### config.mk
export PLATFORM = sky130hd
export DESIGN_NAME = debug_access_region_checker_core
export DESIGN_NICKNAME = d
export VERILOG_FILES = /design/src/hdl/drac_pkg.sv /design/src/hdl/drac_cell.sv /design/src/hdl/debug_access_region_checker_core.sv
export SDC_FILE = /design/constraint.sdc
export NUM_CORES = 2
export LEC_CHECK = 0
export BUFFER_PORTS_ARGS = -buffer_cell sky130_fd_sc_hd__buf_2
export CORE_UTILIZATION = 60
export DETAILED_ROUTE_END_ITERATION = 8
export GPL_TIMING_DRIVEN = 1
export PLACE_DENSITY = 0.78
export SLEW_MARGIN = 10
export SYNTH_ARGS = -nofsm -noshare
export SYNTH_HDL_FRONTEND = slang
export SYNTH_HIERARCHICAL = 1
export SYNTH_SLANG_ARGS = --single-unit
### constraint.sdc
create_clock -name clk -period 12.99 [get_ports clk]
set_clock_uncertainty 0.2 [all_clocks]
set_input_delay 0.6495 -clock clk [delete_from_list [all_inputs] [get_ports clk]]
set_output_delay 0.6495 -clock clk [all_outputs]
set_load 0.03 [all_outputs]
### src/hdl/drac_pkg.sv
// Shared types and constants for the debug access region checker.
// Used by drac_cell, the top level and the checker; depends on nothing.
`default_nettype none

package drac_pkg;

  localparam int REGION_ENTRIES = 8;
  localparam int COUNT_BITS     = 16;

  // Cell index width and the width used to match a load against a cell.
  localparam int IDX_W = (REGION_ENTRIES > 1) ? $clog2(REGION_ENTRIES) : 1;
  localparam int CMP_W = (IDX_W > 3) ? IDX_W : 3;

  // A region end is base + (count << 31) at most, held without wrap.
  localparam int END_BITS = ((COUNT_BITS + 31) > 32 ? (COUNT_BITS + 31) : 32) + 1;

  typedef enum logic [2:0] {
    FN_LOAD = 3'd0,
    FN_RD32 = 3'd1,
    FN_WR32 = 3'd2,
    FN_RD64 = 3'd3,
    FN_WR64 = 3'd4,
    FN_SPAN = 3'd5
  } func_t;

  typedef enum logic [1:0] {
    ST_OK         = 2'd0,
    ST_MISALIGNED = 2'd1,
    ST_OUTSIDE    = 2'd2,
    ST_READ_ONLY  = 2'd3
  } status_t;

  // The word that travels down the row of cells, with its partial result.
  typedef struct packed {
    logic                  vld;
    func_t                 fn;
    logic [31:0]           addr;
    logic [32:0]           addr_end;
    logic [2:0]            idx;
    logic [31:0]           base;
    logic [COUNT_BITS-1:0] count;
    logic [4:0]            shift;
    logic                  ro;
    logic                  done;
    logic                  ended;
    logic                  seen;
    logic                  lo;
    logic [END_BITS-1:0]   last_end;
    status_t               st;
    logic [2:0]            hit;
  } word_t;

  function automatic logic is_access(func_t fn);
    return fn inside {FN_RD32, FN_WR32, FN_RD64, FN_WR64};
  endfunction

  function automatic logic is_write(func_t fn);
    return fn inside {FN_WR32, FN_WR64};
  endfunction

endpackage

`default_nettype wire

### src/hdl/drac_cell.sv
// One cell of the region row: holds one table entry and checks the passing word.
// Depends on drac_pkg.
`default_nettype none

module drac_cell (
  input  wire logic                           clk,
  input  wire logic                           rst,
  input  wire logic                           advance,
  input  wire logic [drac_pkg::IDX_W-1:0]     cell_idx,
  input  wire drac_pkg::word_t                word_in,
  output drac_pkg::word_t                     word_out
);

  logic                          valid;
  logic [31:0]                   base;
  logic [drac_pkg::END_BITS-1:0] reg_end;
  logic                          ro;

  logic                          load_here;
  logic                          live;
  logic                          covers;
  drac_pkg::word_t               word_next;

  assign load_here = word_in.vld && (word_in.fn == drac_pkg::FN_LOAD) &&
                     (drac_pkg::CMP_W'(word_in.idx) == drac_pkg::CMP_W'(cell_idx));

  // A cell counts only while no empty slot has been passed before it.
  assign live   = valid && !word_in.ended;
  assign covers = (word_in.addr >= base) &&
                  (drac_pkg::END_BITS'(word_in.addr_end) <= reg_end);

  always_comb begin
    word_next = word_in;
    if (word_in.vld) begin
      if (drac_pkg::is_access(word_in.fn) && !word_in.done && live && covers) begin
        word_next.done = 1'b1;
        word_next.hit  = 3'(cell_idx);
        word_next.st   = (drac_pkg::is_write(word_in.fn) && ro) ?
                         drac_pkg::ST_READ_ONLY : drac_pkg::ST_OK;
      end
      if (word_in.fn == drac_pkg::FN_SPAN && live) begin
        word_next.seen     = 1'b1;
        word_next.last_end = reg_end;
        if (cell_idx == '0) begin
          word_next.lo = (word_in.addr >= base);
        end
      end
      word_next.ended = word_in.ended || !valid;
    end
  end

  always_ff @(posedge clk) begin
    if (rst) begin
      valid        <= 1'b0;
      word_out.vld <= 1'b0;
    end else if (advance) begin
      word_out <= word_next;
      if (load_here) begin
        valid <= (word_in.count != '0);
      end
    end
  end

  // The end is formed once at load time so a check needs only compares.
  always_ff @(posedge clk) begin
    if (advance && load_here) begin
      base    <= word_in.base;
      reg_end <= drac_pkg::END_BITS'(word_in.base) +
                 (drac_pkg::END_BITS'(word_in.count) << word_in.shift);
      ro      <= word_in.ro;
    end
  end

endmodule

`default_nettype wire

### src/hdl/debug_access_region_checker_core.sv
// Top level of the debug access region checker: a row of drac_cell stages
// and an output register. Depends on drac_pkg and drac_cell.
//
//   channel | signals                                  | direction
//   in      | in_valid, in_ready, func .. entry_read_only | into block
//   out     | out_valid, out_ready, status, region_hit | out of block
//
// One word is accepted per cycle unless the row is frozen; its result passes a register
// in each cell of the row and then the output register.
// Loads and checks flow through the same row in order, so a check sees every
// load accepted before it. Reset empties the table and drops words in flight;
// in_ready is low while reset is held.
// A result held with out_ready low freezes the whole row and drops in_ready.
`default_nettype none

module debug_access_region_checker_core (
  input  wire logic        clk,
  input  wire logic        rst,
  input  wire logic        in_valid,
  output logic             in_ready,
  input  wire logic [2:0]  func,
  input  wire logic [31:0] address,
  input  wire logic [2:0]  entry_index,
  input  wire logic [31:0] entry_base,
  input  wire logic [15:0] entry_count,
  input  wire logic [4:0]  entry_shift,
  input  wire logic        entry_read_only,
  output logic             out_valid,
  input  wire logic        out_ready,
  output logic [1:0]       status,
  output logic [2:0]       region_hit
);

  localparam int N = drac_pkg::REGION_ENTRIES;

  drac_pkg::word_t chain [N+1];
  drac_pkg::func_t fn;
  logic            advance;
  logic [1:0]      status_next;
  logic [2:0]      hit_next;

  assign advance  = !out_valid || out_ready;
  assign in_ready = advance && !rst;
  assign fn       = drac_pkg::func_t'(func);

  always_comb begin
    chain[0]          = '0;
    chain[0].vld      = in_valid;
    chain[0].fn       = fn;
    chain[0].addr     = address;
    chain[0].addr_end = {1'b0, address} +
                        (((fn == drac_pkg::FN_RD64) || (fn == drac_pkg::FN_WR64)) ?
                         33'd8 : 33'd4);
    chain[0].idx      = entry_index;
    chain[0].base     = entry_base;
    chain[0].count    = drac_pkg::COUNT_BITS'(entry_count);
    chain[0].shift    = entry_shift;
    chain[0].ro       = entry_read_only;
    chain[0].st       = drac_pkg::ST_MISALIGNED;
    // A misaligned access is settled here and passes the cells untouched.
    chain[0].done     = drac_pkg::is_access(fn) && (address[1:0] != 2'b00);
  end

  for (genvar k = 0; k < N; k++) begin : g_cell
    drac_cell u_cell (
      .clk      (clk),
      .rst      (rst),
      .advance  (advance),
      .cell_idx (drac_pkg::IDX_W'(k)),
      .word_in  (chain[k]),
      .word_out (chain[k+1])
    );
  end

  always_comb begin
    status_next = drac_pkg::ST_OUTSIDE;
    hit_next    = 3'd0;
    case (chain[N].fn)
      drac_pkg::FN_LOAD: begin
        status_next = drac_pkg::ST_OK;
      end
      drac_pkg::FN_RD32, drac_pkg::FN_WR32, drac_pkg::FN_RD64, drac_pkg::FN_WR64: begin
        if (chain[N].done) begin
          status_next = chain[N].st;
          hit_next    = chain[N].hit;
        end
      end
      drac_pkg::FN_SPAN: begin
        if (chain[N].seen && chain[N].lo &&
            (drac_pkg::END_BITS'(chain[N].addr) < chain[N].last_end)) begin
          status_next = drac_pkg::ST_OK;
        end
      end
      default: begin
        status_next = drac_pkg::ST_OUTSIDE;
      end
    endcase
  end

  always_ff @(posedge clk) begin
    if (rst) begin
      out_valid <= 1'b0;
    end else if (advance) begin
      out_valid <= chain[N].vld;
    end
  end

  always_ff @(posedge clk) begin
    if (advance) begin
      status     <= status_next;
      region_hit <= hit_next;
    end
  end

endmodule

`default_nettype wire

==> run_results.csv <==
group,metric,value,unit
detailed_routing,drt_iter0_drc,7303,
placement,placed_area,113000,um2
critical_path,reg2reg_slack,6420,ps
critical_path,cpPeakStageDelay,930,ps
critical_path,rr_endpoint,"g_cell[1].u_cell/reg_end[45]$_DFFE_PP_",
timing,worst_slack,6420,ps
cells_and_area,drive_gt1_frac,0.129,
cells_and_area,multiInputGateArea,45300,um2
run,max_cap_viol_count,0,
power,ir_worst_vdd,0.000118,V
placement,pre_cts_ws,6590,ps
clocking,cts_tree,"yes",
clocking,insertion_delay,860,ps
timing,relSlewSlack,0.0484,
synthesis,syn_avg_cell_area,12.6,um2
clocking,cts_resized,0,
global_route,overflow,0,
detailed_routing,drc_errors,0,
floorplan,core,181000,um2
floorplan,row_count,156,
clocking,root_buffer,"clkbuf_16",
timing,finalCritPeriodShare,0.506,
floorplan,dieArea,184000,um2
floorplan,die_h,429,um
synthesis,synthesis.area,109000,um2
detailed_routing,totalWireLength,330000,um
global_route,grt_first_pass_wirelength,473000,um
detailed_routing,via_count,73377,
placement,place_hpwl,258000,um
global_route,grt_start_max_net_pins,153,
cells_and_area,utilization,0.666,
timing,tns,0,ps
detailed_routing,avgViaCountPerCell,6.33,
worst_hold_path,whs_path_depth,1,
critical_path,path_class,"flip-flop to flip-flop",
cells_and_area,finalNetCount,9964,
global_route,track_usage,0.354,
global_route,grt_pass1_vias,72842,
worst_hold_path,hold_class,"input port to flip-flop",
critical_path,path_cells,"inv_2, mux2i_1, a22o_1, o21ai_0, o22ai_1, ha_1, nand3_1, a2111oi_0, buf_4, o21a_1, a221o_1, o211ai_1, nor4_1, xor2_1",
clocking,clk_pin_slew,60,ps
worst_hold_path,hold_start,"entry_shift[4]",
critical_path,critPathArrivalTime,6950,ps
clocking,cts_buffer_depth,3,
global_route,antenna_found_initial,5,
clocking,cts.sinks,2035,
run_status,status,"finished, final reports clean",
cells_and_area,fillCellCount,12791,
critical_path,cp-start-kind,"flip-flop",
floorplan,die_w,429,um
critical_path,crit_path_max_fanout,26,
timing,hold_ws,113,ps
synthesis,synth_warnings,6,
critical_path,cp_num_buf_inv,2,
clocking,h-tree-depth,4,
clocking,cts_setup_buffers,0,
critical_path,worstPathRequired,13370,ps
critical_path,rr_startpoint,"g_cell[0].u_cell/word_out[58]$_DFFE_PP_",
timing,tightest_slew,1420,ps
worst_hold_path,hold_end,"g_cell[0].u_cell/word_out[62]$_DFFE_PP_",
critical_path,cp_slowest_cell,"edfxtp_1",
detailed_routing,wl_per_cell,28.5,um
detailed_routing,ant_nets,0,
critical_path,cp_top_family,"compound AO/OA/AOI/OAI gates",
timing,setup-violations-final,0,
floorplan,io-pin-count,103,
timing,max_freq,152,MHz
placement,place.gp.congestion,1.06,
timing,hold_viol,0,
cells_and_area,design_area,121000,um2
power,power_density,133,nW/um2
power,leakage,47.8,nW
timing,rsz0062_at_grt,"no",
detailed_routing,drtPass1Iterations,7,
clocking,cts_made_buffers,205,
critical_path,reg2reg_depth,14,
timing,slew_violations,0,
floorplan,initial_core_util,0.605,
synthesis,syn_inst,8693,
placement,io_buffers,102,
cells_and_area,areaGrowthSynthToFinish,10.2,%
timing,min_period,6570,ps
cells_and_area,seq_area,60900,um2
critical_path,endpoint_kind,"flip-flop",
metrics by stage:
stage | power, mW | std cells
after floorplan | 9.43 | 8820
after global placement | 10.2 | 11124
after detailed placement | 10.2 | 11124
after CTS | 16.0 | 11592
after global routing | 16.5 | 11592
final | 16.0 | 11598
layer usage:
metal,GRT usage,wire length (um)
met1,0.407,120000
met2,0.581,155000
met3,0.0391,17500
met4,0.335,37200
met5,0,13
area by class of cell:
cell class	instances	share of cell area
flip-flops and latches	2035	0.505
multi-input cells	5857	0.376
clock inverters	121	0.0103
diodes	6	0.000125
clock buffers	258	0.0449
well taps	2370	0.0246
inverters	657	0.0205
repair buffers	294	0.0183
report_power, final:
part	switching [mW]	leakage, nW	internal, mW
combinational	1.45	25.3	0.844
clock	2.55	3.21	3.30
sequential	0.267	19.3	7.62
total	4.26	47.8	11.8
sequential cells by signal (all words and copies together) (netlist names):
register	count
out_valid	1
status	2
g_cell.u_cell/reg_end	384
g_cell.u_cell/word_out	1373
g_cell.u_cell/base	256
g_cell.u_cell/valid	8
region_hit	3
g_cell.u_cell/ro	8
cells in the final DEF (no fill, tap or decap), drive strengths merged, types with 50 or more instances in the layout:
| cell type | instances |
|---|---|
| xor2 | 181 |
| nand2 | 527 |
| nand2b | 110 |
| dlygate4sd3 | 89 |
| nor4 | 104 |
| clkbuf | 258 |
| nand4 | 158 |
| a21o | 338 |
| nor3 | 115 |
| mux2i | 161 |
| a21oi | 428 |
| conb | 129 |
| inv | 664 |
| mux2 | 497 |
| o21ai | 274 |
| xnor2 | 219 |
| o21a | 50 |
| a211oi | 133 |
| nor2 | 533 |
| mux4 | 78 |
| clkinv | 85 |
| nand3 | 152 |
| nor2b | 90 |
| a31oi | 63 |
| o211ai | 74 |
| o22ai | 77 |
| ha | 809 |
| edfxtp | 2018 |
| buf | 205 |
repair_timing:
item / 4_1_cts / 5_1_grt
hold buffers: 89 / 0
endpoints found under the setup margin: 0 / 0
endpoints found under the hold margin: 128 / 0
worst max path at each step:
stage,endpoint,from,cells past startpoint,slack (ps)
finish,g_cell[1].u_cell/reg_end[45]$_DFFE_PP_,g_cell[0].u_cell/word_out[58]$_DFFE_PP_,14,6420
global route,g_cell[6].u_cell/reg_end[45]$_DFFE_PP_,g_cell[5].u_cell/word_out[59]$_DFFE_PP_,14,6410
CTS,g_cell[1].u_cell/reg_end[45]$_DFFE_PP_,g_cell[0].u_cell/word_out[58]$_DFFE_PP_,14,6580
detailed placement,g_cell[0].u_cell/word_out[3]$_DFFE_PP_,func[1],22,6590
global placement,g_cell[6].u_cell/reg_end[45]$_DFFE_PP_,g_cell[5].u_cell/word_out[59]$_DFFE_PP_,14,6670
floorplan,g_cell[0].u_cell/word_out[0]$_DFFE_PP_,out_ready,3,2720
(Power assumes the default switching activity.)
